`src/sv/line_delimited_byte_framer_defines.svh`:
```
// Assertion macros shared by the framer modules.
// Each macro expects a clock named clk and an active-low reset named arst_n in scope.
`ifndef LINE_DELIMITED_BYTE_FRAMER_DEFINES_SVH
`define LINE_DELIMITED_BYTE_FRAMER_DEFINES_SVH

`ifndef NO_ASSERTIONS

// The consequent must hold in the same cycle as the antecedent.
`define LDBF_ASSERT_IMPLY(label, ante, cons) \
	label: assert property (@(posedge clk) disable iff (!arst_n) (ante) |-> (cons)) \
		else $error("framer assertion failed");

// The consequent must hold in the cycle after the antecedent.
`define LDBF_ASSERT_NEXT(label, ante, cons) \
	label: assert property (@(posedge clk) disable iff (!arst_n) (ante) |=> (cons)) \
		else $error("framer assertion failed");

`else

`define LDBF_ASSERT_IMPLY(label, ante, cons)
`define LDBF_ASSERT_NEXT(label, ante, cons)

`endif

`endif

```
`src/sv/ldbf_pkg.sv`:
```
`default_nettype none

package ldbf_pkg;

	// Width of the frame length field of a result.
	localparam int unsigned LEN_W = 5;

	// Line terminators.
	localparam logic [7:0] CHAR_CR = 8'h0D;
	localparam logic [7:0] CHAR_LF = 8'h0A;

	// Reset value of the idle timeout register.
	localparam logic [7:0] TIMEOUT_RESET = 8'd3;

	// Operation codes of an input request.
	localparam logic OP_BYTE = 1'b0;

	// Register indexes.
	localparam logic REG_IDLE_TIMEOUT = 1'b0;

	typedef struct packed {
		logic       operation;
		logic [7:0] data_byte;
		logic       rx_error;
	} item_t;

	typedef struct packed {
		logic [7:0]       frame_byte;
		logic             frame_last;
		logic [LEN_W-1:0] frame_length;
	} frame_t;

	// Status of the readout engine seen by the front end.
	typedef struct packed {
		logic reading;
	} emit_stat_t;

endpackage

`default_nettype wire

```
`src/sv/line_delimited_byte_framer.sv`:
```
// Line-delimited byte framer. Each request on the item channel is either a received UART
// byte with its line-error flag or an idle tick. Error-free bytes are stored in an on-chip
// frame store of FRAME_MAX bytes; a CR or LF byte, a full store, or idle_timeout_ticks ticks
// seen with a partial frame pending sends the frame out on the frame channel, one byte per
// request, with frame_last on the final byte and the frame length on every byte. Bytes that
// carry a line error are dropped, and ticks with an empty store do nothing. A request that
// ends a frame holds off new requests while the store is read out through its single read
// port, one byte per cycle while the frame channel is not stalled; each fetched byte waits
// in the RAM output register until the output register takes it. The idle timeout register
// sits at byte address 0 of the APB port and resets to 3; it should only be written while
// the block is idle.
`default_nettype none

`include "line_delimited_byte_framer_defines.svh"

module line_delimited_byte_framer #(
	parameter int unsigned FRAME_MAX = 20
) (
	input  wire logic          clk,
	input  wire logic          arst_n,
	// Input requests.
	input  wire logic          item_valid,
	output logic               item_stall,
	input  wire ldbf_pkg::item_t item,
	// Output requests.
	output logic               frame_valid,
	input  wire logic          frame_stall,
	output ldbf_pkg::frame_t   frame,
	// Configuration port.
	input  wire logic          psel,
	input  wire logic          penable,
	input  wire logic          pwrite,
	input  wire logic [2:0]    paddr,
	input  wire logic [31:0]   pwdata,
	output logic      [31:0]   prdata,
	output logic               pready
);

	import ldbf_pkg::*;

	localparam int unsigned AW = $clog2(FRAME_MAX);
	localparam int unsigned CW = $clog2(FRAME_MAX + 1);

	// Front-end state: number of bytes held and idle ticks seen since the last byte.
	logic [CW-1:0] fill_q;
	logic [7:0]    idle_q;
	logic [7:0]    timeout_q;

	logic          item_acc;
	logic          is_byte;
	logic          byte_ok;
	logic [CW-1:0] fill_inc;
	logic [7:0]    idle_inc;
	logic          byte_ends;
	logic          tick_flush;
	logic          start;
	logic [CW-1:0] start_len;
	logic          cfg_wr;
	logic          cfg_hit;
	emit_stat_t    stat;
	logic          rd_en;
	logic [AW-1:0] rd_addr;
	logic [7:0]    rd_data;

	// New requests are held off only while a frame is still being read from the store.
	assign item_stall = stat.reading;
	assign item_acc   = item_valid && !item_stall;

	assign is_byte  = item.operation == OP_BYTE;
	assign byte_ok  = is_byte && !item.rx_error;
	assign fill_inc = fill_q + CW'(1);
	// The idle count saturates, although it can never climb past the timeout.
	assign idle_inc = (idle_q == 8'hFF) ? idle_q : idle_q + 8'd1;

	// A stored byte ends the frame when it is a terminator or it fills the store.
	assign byte_ends = (item.data_byte == CHAR_CR) || (item.data_byte == CHAR_LF) ||
		(fill_inc == CW'(FRAME_MAX));
	// A tick with a pending frame flushes it once the raised count reaches the timeout; a
	// timeout of zero therefore flushes on the first such tick.
	assign tick_flush = !is_byte && (fill_q != '0) && (idle_inc >= timeout_q);

	assign start     = item_acc && ((byte_ok && byte_ends) || tick_flush);
	assign start_len = byte_ok ? fill_inc : fill_q;

	always_ff @(posedge clk or negedge arst_n) begin
		if (!arst_n) begin
			fill_q    <= '0;
			idle_q    <= '0;
			timeout_q <= TIMEOUT_RESET;
		end else begin
			// Handing a frame to the readout engine empties the store at once, since the
			// engine walks its own copy of the length.
			if (start) begin
				fill_q <= '0;
				idle_q <= '0;
			end else if (item_acc && byte_ok) begin
				fill_q <= fill_inc;
				idle_q <= '0;
			end else if (item_acc && !is_byte && (fill_q != '0)) begin
				idle_q <= idle_inc;
			end
			if (cfg_wr && cfg_hit) begin
				timeout_q <= pwdata[7:0];
			end
		end
	end

	// The configuration port has no wait states; addresses beyond the register read as zero.
	assign pready  = 1'b1;
	assign cfg_hit = paddr[2] == REG_IDLE_TIMEOUT;
	assign cfg_wr  = psel && penable && pwrite;
	assign prdata  = cfg_hit ? {24'd0, timeout_q} : 32'd0;

	// The frame store. A byte written in the cycle that ends its frame is read no earlier
	// than the next cycle, so the read never overlaps the write of the same entry.
	ldbf_ram #(
		.WIDTH(8),
		.DEPTH(FRAME_MAX)
	) u_store (
		.clk   (clk),
		.we    (item_acc && byte_ok),
		.waddr (fill_q[AW-1:0]),
		.wdata (item.data_byte),
		.re    (rd_en),
		.raddr (rd_addr),
		.rdata (rd_data)
	);

	ldbf_emit #(
		.FRAME_MAX(FRAME_MAX)
	) u_emit (
		.clk         (clk),
		.arst_n      (arst_n),
		.start       (start),
		.start_len   (start_len),
		.stat        (stat),
		.rd_en       (rd_en),
		.rd_addr     (rd_addr),
		.rd_data     (rd_data),
		.frame_valid (frame_valid),
		.frame_stall (frame_stall),
		.frame       (frame)
	);

	`LDBF_ASSERT_IMPLY(a_fill_below_max, 1'b1, fill_q < CW'(FRAME_MAX))
	`LDBF_ASSERT_NEXT(a_start_reads, start, stat.reading && (fill_q == '0))
	`LDBF_ASSERT_IMPLY(a_idle_needs_frame, idle_q != '0, fill_q != '0)

endmodule

`default_nettype wire

```
`src/sv/ldbf_ram.sv`:
```
`default_nettype none

module ldbf_ram #(
	parameter int unsigned WIDTH = 8,
	parameter int unsigned DEPTH = 20
) (
	input  wire logic                     clk,
	input  wire logic                     we,
	input  wire logic [$clog2(DEPTH)-1:0] waddr,
	input  wire logic [WIDTH-1:0]         wdata,
	input  wire logic                     re,
	input  wire logic [$clog2(DEPTH)-1:0] raddr,
	output logic      [WIDTH-1:0]         rdata
);

	logic [WIDTH-1:0] mem_q [DEPTH];

	always_ff @(posedge clk) begin
		if (we) begin
			mem_q[waddr] <= wdata;
		end
		if (re) begin
			rdata <= mem_q[raddr];
		end
	end

endmodule

`default_nettype wire

```
`src/sv/ldbf_emit.sv`:
```
`default_nettype none

`include "line_delimited_byte_framer_defines.svh"

module ldbf_emit #(
	parameter int unsigned FRAME_MAX = 20,
	localparam int unsigned AW = $clog2(FRAME_MAX),
	localparam int unsigned CW = $clog2(FRAME_MAX + 1)
) (
	input  wire logic                clk,
	input  wire logic                arst_n,
	input  wire logic                start,
	input  wire logic [CW-1:0]       start_len,
	output ldbf_pkg::emit_stat_t     stat,
	output logic                     rd_en,
	output logic      [AW-1:0]       rd_addr,
	input  wire logic [7:0]          rd_data,
	output logic                     frame_valid,
	input  wire logic                frame_stall,
	output ldbf_pkg::frame_t         frame
);

	import ldbf_pkg::*;

	logic             reading_q;
	logic [AW-1:0]    rd_ptr_q;
	logic [CW-1:0]    len_q;
	logic             pend_q;
	logic             pend_last_q;
	logic [CW-1:0]    pend_len_q;
	logic             load;
	logic             rd_last;

	// The RAM output register holds a fetched byte until the output register takes it.
	assign load    = pend_q && (!frame_valid || !frame_stall);
	assign rd_en   = reading_q && (!pend_q || load);
	assign rd_addr = rd_ptr_q;
	assign rd_last = (CW'(rd_ptr_q) + CW'(1)) == len_q;
	assign stat.reading = reading_q;

	always_ff @(posedge clk or negedge arst_n) begin
		if (!arst_n) begin
			reading_q   <= 1'b0;
			pend_q      <= 1'b0;
			frame_valid <= 1'b0;
			rd_ptr_q    <= '0;
		end else begin
			if (start) begin
				reading_q <= 1'b1;
				rd_ptr_q  <= '0;
			end else if (rd_en) begin
				rd_ptr_q <= AW'(rd_ptr_q + 1'b1);
				if (rd_last) begin
					reading_q <= 1'b0;
				end
			end
			if (rd_en) begin
				pend_q <= 1'b1;
			end else if (load) begin
				pend_q <= 1'b0;
			end
			if (load) begin
				frame_valid <= 1'b1;
			end else if (!frame_stall) begin
				frame_valid <= 1'b0;
			end
		end
	end

	always_ff @(posedge clk) begin
		if (start) begin
			len_q <= start_len;
		end
		if (rd_en) begin
			pend_last_q <= rd_last;
			pend_len_q  <= len_q;
		end
		if (load) begin
			frame.frame_byte   <= rd_data;
			frame.frame_last   <= pend_last_q;
			frame.frame_length <= LEN_W'(pend_len_q);
		end
	end

	`LDBF_ASSERT_IMPLY(a_start_when_free, start, !reading_q)
	`LDBF_ASSERT_IMPLY(a_read_in_frame, rd_en, CW'(rd_ptr_q) < len_q)
	`LDBF_ASSERT_IMPLY(a_reading_nonempty, reading_q, len_q != '0)

endmodule

`default_nettype wire

```
`config.mk`:
```
export PLATFORM = sky130hd
export DESIGN_NAME = line_delimited_byte_framer
export DESIGN_NICKNAME = d
export VERILOG_FILES = /design/src/sv/ldbf_pkg.sv /design/src/sv/line_delimited_byte_framer.sv /design/src/sv/ldbf_ram.sv /design/src/sv/ldbf_emit.sv
export VERILOG_INCLUDE_DIRS = /design/src /design/src/sv
export SDC_FILE = /design/constraint.sdc
export NUM_CORES = 1
export LEC_CHECK = 0
export BUFFER_PORTS_ARGS = -buffer_cell sky130_fd_sc_hd__buf_4
export CORE_MARGIN = 5
export CORE_UTILIZATION = 60
export DETAILED_ROUTE_END_ITERATION = 10
export PLACE_DENSITY = 0.8
export SLEW_MARGIN = 40
export SYNTH_ARGS = -nofsm -noshare
export SYNTH_HDL_FRONTEND = slang
export SYNTH_SLANG_ARGS = --single-unit
```
`constraint.sdc`:
```
create_clock -name clk -period 7.9 [get_ports clk]
set_clock_uncertainty 0.05 [all_clocks]
set_input_delay 1.58 -clock clk [delete_from_list [all_inputs] [get_ports clk]]
set_output_delay 1.58 -clock clk [all_outputs]
set_load 0.05 [all_outputs]
```
### Yosys cells after proc, flatten, opt, wreduce, memory -nomap -nowiden

Memories as Yosys holds them, arrays and structs flattened. A register that Yosys moved wholly into a read port is not among the register bits.
Index checks and enable logic that the tools add are counted.

* memory bits (writable): 160
* register bits: 54
* memories kept: 1

* $add $sub $neg: 3
* mux-type cells: 19
* eq/ne operators: 6
* magnitude comparators: 1
* bitwise gates (word level): 2
* reduce and logical (&&, ||, !) cells: 31

Memory list
* u_store.mem_q: words 20, width 8, rd ports 1, clocked after Yosys merged registers in 1, write ports 1, RTL line ldbf_ram.sv:16 `logic [WIDTH-1:0] mem_q [DEPTH];`

Operators with widths (count)
* two-way mux 8 bit: 5
* two-way mux 5 bit: 5
* equality test 8 x 4 -> 1 bit (second input constant): 2
* logical AND 1 bit: 14
* adder 5 x 1 -> 5 bit (second input constant): 2
* two-way mux 1 bit: 9
* adder 8 x 1 -> 8 bit (second input constant): 1
* equality test 8 bit (second input constant): 1
* >= comparator 8 bit: 1
* nonzero test 2 bit: 4
* equality test 5 bit: 1
* equality test 5 bit (second input constant): 1
* logical NOT 1 bit: 5
* logical OR 1 bit: 5
* nonzero test 5 bit: 1
* nonzero test 3 bit: 1
* != test 2 x 1 -> 1 bit (second input constant): 1
* NOT 1 bit: 2
* AND reduction 2 bit: 1

### Longest topological paths before layout

* word-level depth: 8
* depth in mapped cells: 11
* mapped depth without buffers: 11

### By module

From an unflattened synthesis, not the netlist that was laid out.

* cell total of the unflattened synthesis: 579
* area, all modules: 9494.1 um^2

Modules (own cells, without submodules)
* ldbf_ram: instances 1, area each 6562.5 um^2, cells each 308
* line_delimited_byte_framer: instances 1, area each 1715.4 um^2, cells each 199
* ldbf_emit: instances 1, area each 1216.2 um^2, cells each 72

### Least setup slack after synthesis

Ideal clock, no wire load.

* kind: input to output
* start: input port paddr[2]
* end: output port prdata[0]
* setup slack: 3.815 ns
* arrival time: 2.455 ns
* stages: 2
* cells stage by stage: clkbuf_1 > nor2b_1

* cells in the longest elaborated chain, start to end: 1

Ends and longest elaborated chain
* from (decl): RTL line line_delimited_byte_framer.sv:33 `input wire logic [2:0] paddr,`
* two-way mux 8 bit: RTL line line_delimited_byte_framer.sv:112 `assign prdata = cfg_hit ? {24'd0, timeout_q} : 32'd0;`
* to (decl): RTL line line_delimited_byte_framer.sv:35 `output logic [31:0] prdata,`

Every way passes these cells.

### Final worst setup path

Ends and elaborated chain as after synthesis.

==> run_results.csv <==
group,metric,value,unit
status,status,"complete, no violations",
place,post-place-cells,802,
critical_path,cp.arrival,2.04,ns
synth,yosysSeqAreaShare,0.6936,
cts,cts_made_buffers,22,
place,io_buffers,49,
timing,period_minus_slack,3.669,ns
cts,post_cts_buffers,0,
layout,area_growth,12.37,%
timing,tightest_slew,0.8084,ns
critical_path,r2r_setup_slack,4.74,ns
global_routing,antenna_found_initial,0,
power_and_ir_drop,p_leak,3.684,nW
global_routing,grt_usage,0.2032,
flow_run,maxCapViolCount,0,
drt,drcViolationCount,0,
critical_path,cp_data_required_time,6.27,ns
global_routing,grtUsageMet2,0.3263,
critical_path,startpoint_type,"input port",
floorplanning,initial_utilization,0.6141,
cts,clk_pin_slew,0.05,ns
synth,synth_edf_count,193,
timing,setup_viol_count_final,0,
critical_path,r2r-start,"idle_q[1]$_DFFE_PN0P_",
drt,drtPass1Iterations,5,
floorplanning,placementRows,45,
timing,slew_violations,0,
power_and_ir_drop,peakVddDrop,0.1642,mV
cts,clkLatencyLatePin,0.49,ns
cts,clock_path_buffers,3,
drt,viasPerCell,6.005,
global_routing,grt_overflow_total,0,
hold_path,hp-class,"register to register",
critical_path,worstReg2RegEnd,"u_emit.stat$_DFFE_PN0P_",
critical_path,path_class,"input port to primary output",
power_and_ir_drop,p_per_area,331.5,nW/um^2
synth,synthArstFlopShare,0.1306,
global_routing,use_met1,0.2948,
timing,rsz0062_at_grt,"no",
critical_path,crit_fanout,9,
drt,dr.first_iter.drc_count,488,
layout,layout-drive-gt1-share,0.2353,
floorplanning,die_h,135.2,microns
critical_path,cp-endpoint,"prdata[0]",
cts,cts_resized,0,
place,dp_hpwl,11.52,mm
critical_path,critPathLaunch,"paddr[2]",
synth,netlist_instances,563,
layout,fill_cells,996,
global_routing,grt_util_met3,0.03826,
floorplanning,die_w,135.2,microns
synth,syn_area,9405,sq um
drt,via_count,5044,
timing,max_freq,272.6,MHz
timing,finalHoldViolCount,0,
layout,nets,681,
critical_path,endpoint_kind,"primary output",
layout,finish.utilization,0.6901,
synth,synth_cell_type_count,53,
timing,period_share,0.4644,
layout,instances_no_fill,840,
layout,diodes,0,
cts,cts_hold_buf,0,
drt,routedWlPerCell,21.61,microns
cts,cts.sinks,222,
cts,root_buffer,"clkbuf_16",
critical_path,rr_worst_depth,10,
place,routabilityCongestion,0.7853,
floorplanning,die_area,18280,sq um
global_routing,grt_pass1_wl,28.59,mm
drt,routed_wl,18.15,mm
hold_path,hold_start,"u_emit.pend_len_q[2]$_DFFE_PP_",
global_routing,grt_max_degree,39,
synth,avgSynthCellArea,16.71,sq um
cts,cts_tree,"built",
timing,timing.hold.ws,0.3669,ns
global_routing,grt_pass1_vias,4978,
floorplanning,core_area,15310,sq um
drt,ant_nets,0,
timing,fin_tns_setup,0,ns
global_routing,top_usage_layer,"met2",
synth,synth_flop_cell,"edfxtp_1",
synth,ys_seq_elements,222,
synth,ys_warn_count,0,
timing,relSlewSlack,0.4591,
floorplanning,boundaryPins,101,
cts,htreeDepth,1,
where the power goes:
group / switching (W) / internal, W
sequential: 0.000141 / 0.00141
clock: 0.000407 / 0.000624
combinational: 0.000530 / 0.000394
metal layers:
| metal | wire length (microns) | vias to the layer above |
|---|---|---|
| met3 | 1401 | 29 |
| met4 | 273 | 0 |
| li1 | - | 2238 |
| met1 | 7510 | 2547 |
| met5 | 0 | - |
| met2 | 8969 | 230 |
synth_stat cells (4+ instances only):
library cell | instances | area [sq um]
a2111oi_0 | 5 | 43.79
a2111oi_2 | 4 | 60.06
a211oi_1 | 9 | 67.56
a21o_1 | 4 | 30.03
a21oi_1 | 16 | 80.08
a32o_1 | 4 | 40.04
and3_1 | 6 | 37.54
buf_2 | 8 | 40.04
buf_4 | 29 | 217.7
clkbuf_1 | 7 | 26.28
dfrtp_1 | 27 | 675.7
edfxtp_1 | 193 | 5796
ha_1 | 14 | 175.2
inv_1 | 12 | 45.04
mux2_2 | 8 | 90.09
mux2i_1 | 8 | 80.08
mux4_2 | 40 | 900.9
nand2_1 | 23 | 86.33
nand3_1 | 12 | 60.06
nor2_1 | 44 | 165.2
nor2b_1 | 20 | 125.1
nor3_1 | 4 | 20.02
o21ai_0 | 8 | 40.04
xnor2_1 | 9 | 78.83
xor2_1 | 5 | 43.79
flip-flops by register name (all words and copies together) (netlist names):
name,count
u_emit.frame,14
idle_q,8
u_store.rdata,8
u_emit.pend_last_q,1
u_emit.len_q,5
u_emit.rd_addr,5
u_emit.stat,1
u_emit.pend_q,1
u_emit.frame_valid,1
u_store.mem_q,160
fill_q,5
timeout_q,8
u_emit.pend_len_q,5
critical path, stage by stage:
cell and delay (ns):
buf_4 0.14, nor2b_1 0.11, buf_4 0.20
logic make-up (layout without fill, tap and decap cells):
group,Yosys count,after routing,share of synthesized area
adder cells (fa/ha/maj),14,14,0.01862
AO/OA/AOI/OAI,65,65,0.05162
multiplexers,56,56,0.1139
XOR/XNOR,14,14,0.01304
AND/OR/NAND/NOR,131,131,0.07024
flip-flops,222,222,0.6936
buffers and inverters,59,102,0.03818
other,2,25,0.0007985
cells in the final DEF, fill, tap and decap left out, types with 4 or more instances in the layout:
cell	instances
nand3_1	12
ha_1	14
nor3_1	4
a21o_1	4
a21oi_1	16
mux2i_1	8
inv_1	12
clkbuf_16	23
a2111oi_0	5
buf_4	52
a32o_1	4
mux4_2	40
nand2_1	23
conb_1	25
dfrtp_1	25
a211oi_1	9
nor2b_1	20
nor2_2	6
clkinv_1	7
xor2_1	5
nor2_1	38
a2111oi_2	4
o21ai_0	8
mux2_2	8
xnor2_1	9
and3_1	6
edfxtp_1	193
worst min path at each step:
stage / endpoint / slack [ns] / cells past startpoint
finish: u_emit.frame[2]$_DFFE_PP_ / 0.37 / 0
global route: u_emit.frame[8]$_DFFE_PP_ / 0.37 / 0
floorplan: u_emit.frame[0]$_DFFE_PP_ / 0.35 / 0
CTS: u_emit.frame[2]$_DFFE_PP_ / 0.37 / 0
detailed placement: u_emit.frame[2]$_DFFE_PP_ / 0.35 / 0
global placement: u_emit.frame[2]$_DFFE_PP_ / 0.35 / 0
layout make-up:
class                   count  area [sq um]  share of cell area
flip-flops and latches    222          6529              0.6177
clock inverters            12         126.4             0.01196
clock buffers              26         586.8             0.05552
well taps                 211         264.0             0.02498
inverters                  12         45.04            0.004262
multi-input cells         305          2628              0.2486
repair buffers             52         390.4             0.03694
stage by stage:
stage	setup WS, ns	power, W	instance area, sq um
6_report	4.231	0.003504	10570
5_1_grt	4.203	0.003668	10570
4_1_cts	4.224	0.003530	10550
3_5_place_dp	4.228	0.002497	9838
3_3_place_gp	4.240	0.002467	9834
2_1_floorplan	3.815	0.002261	9492
(Power assumes the default switching activity.)
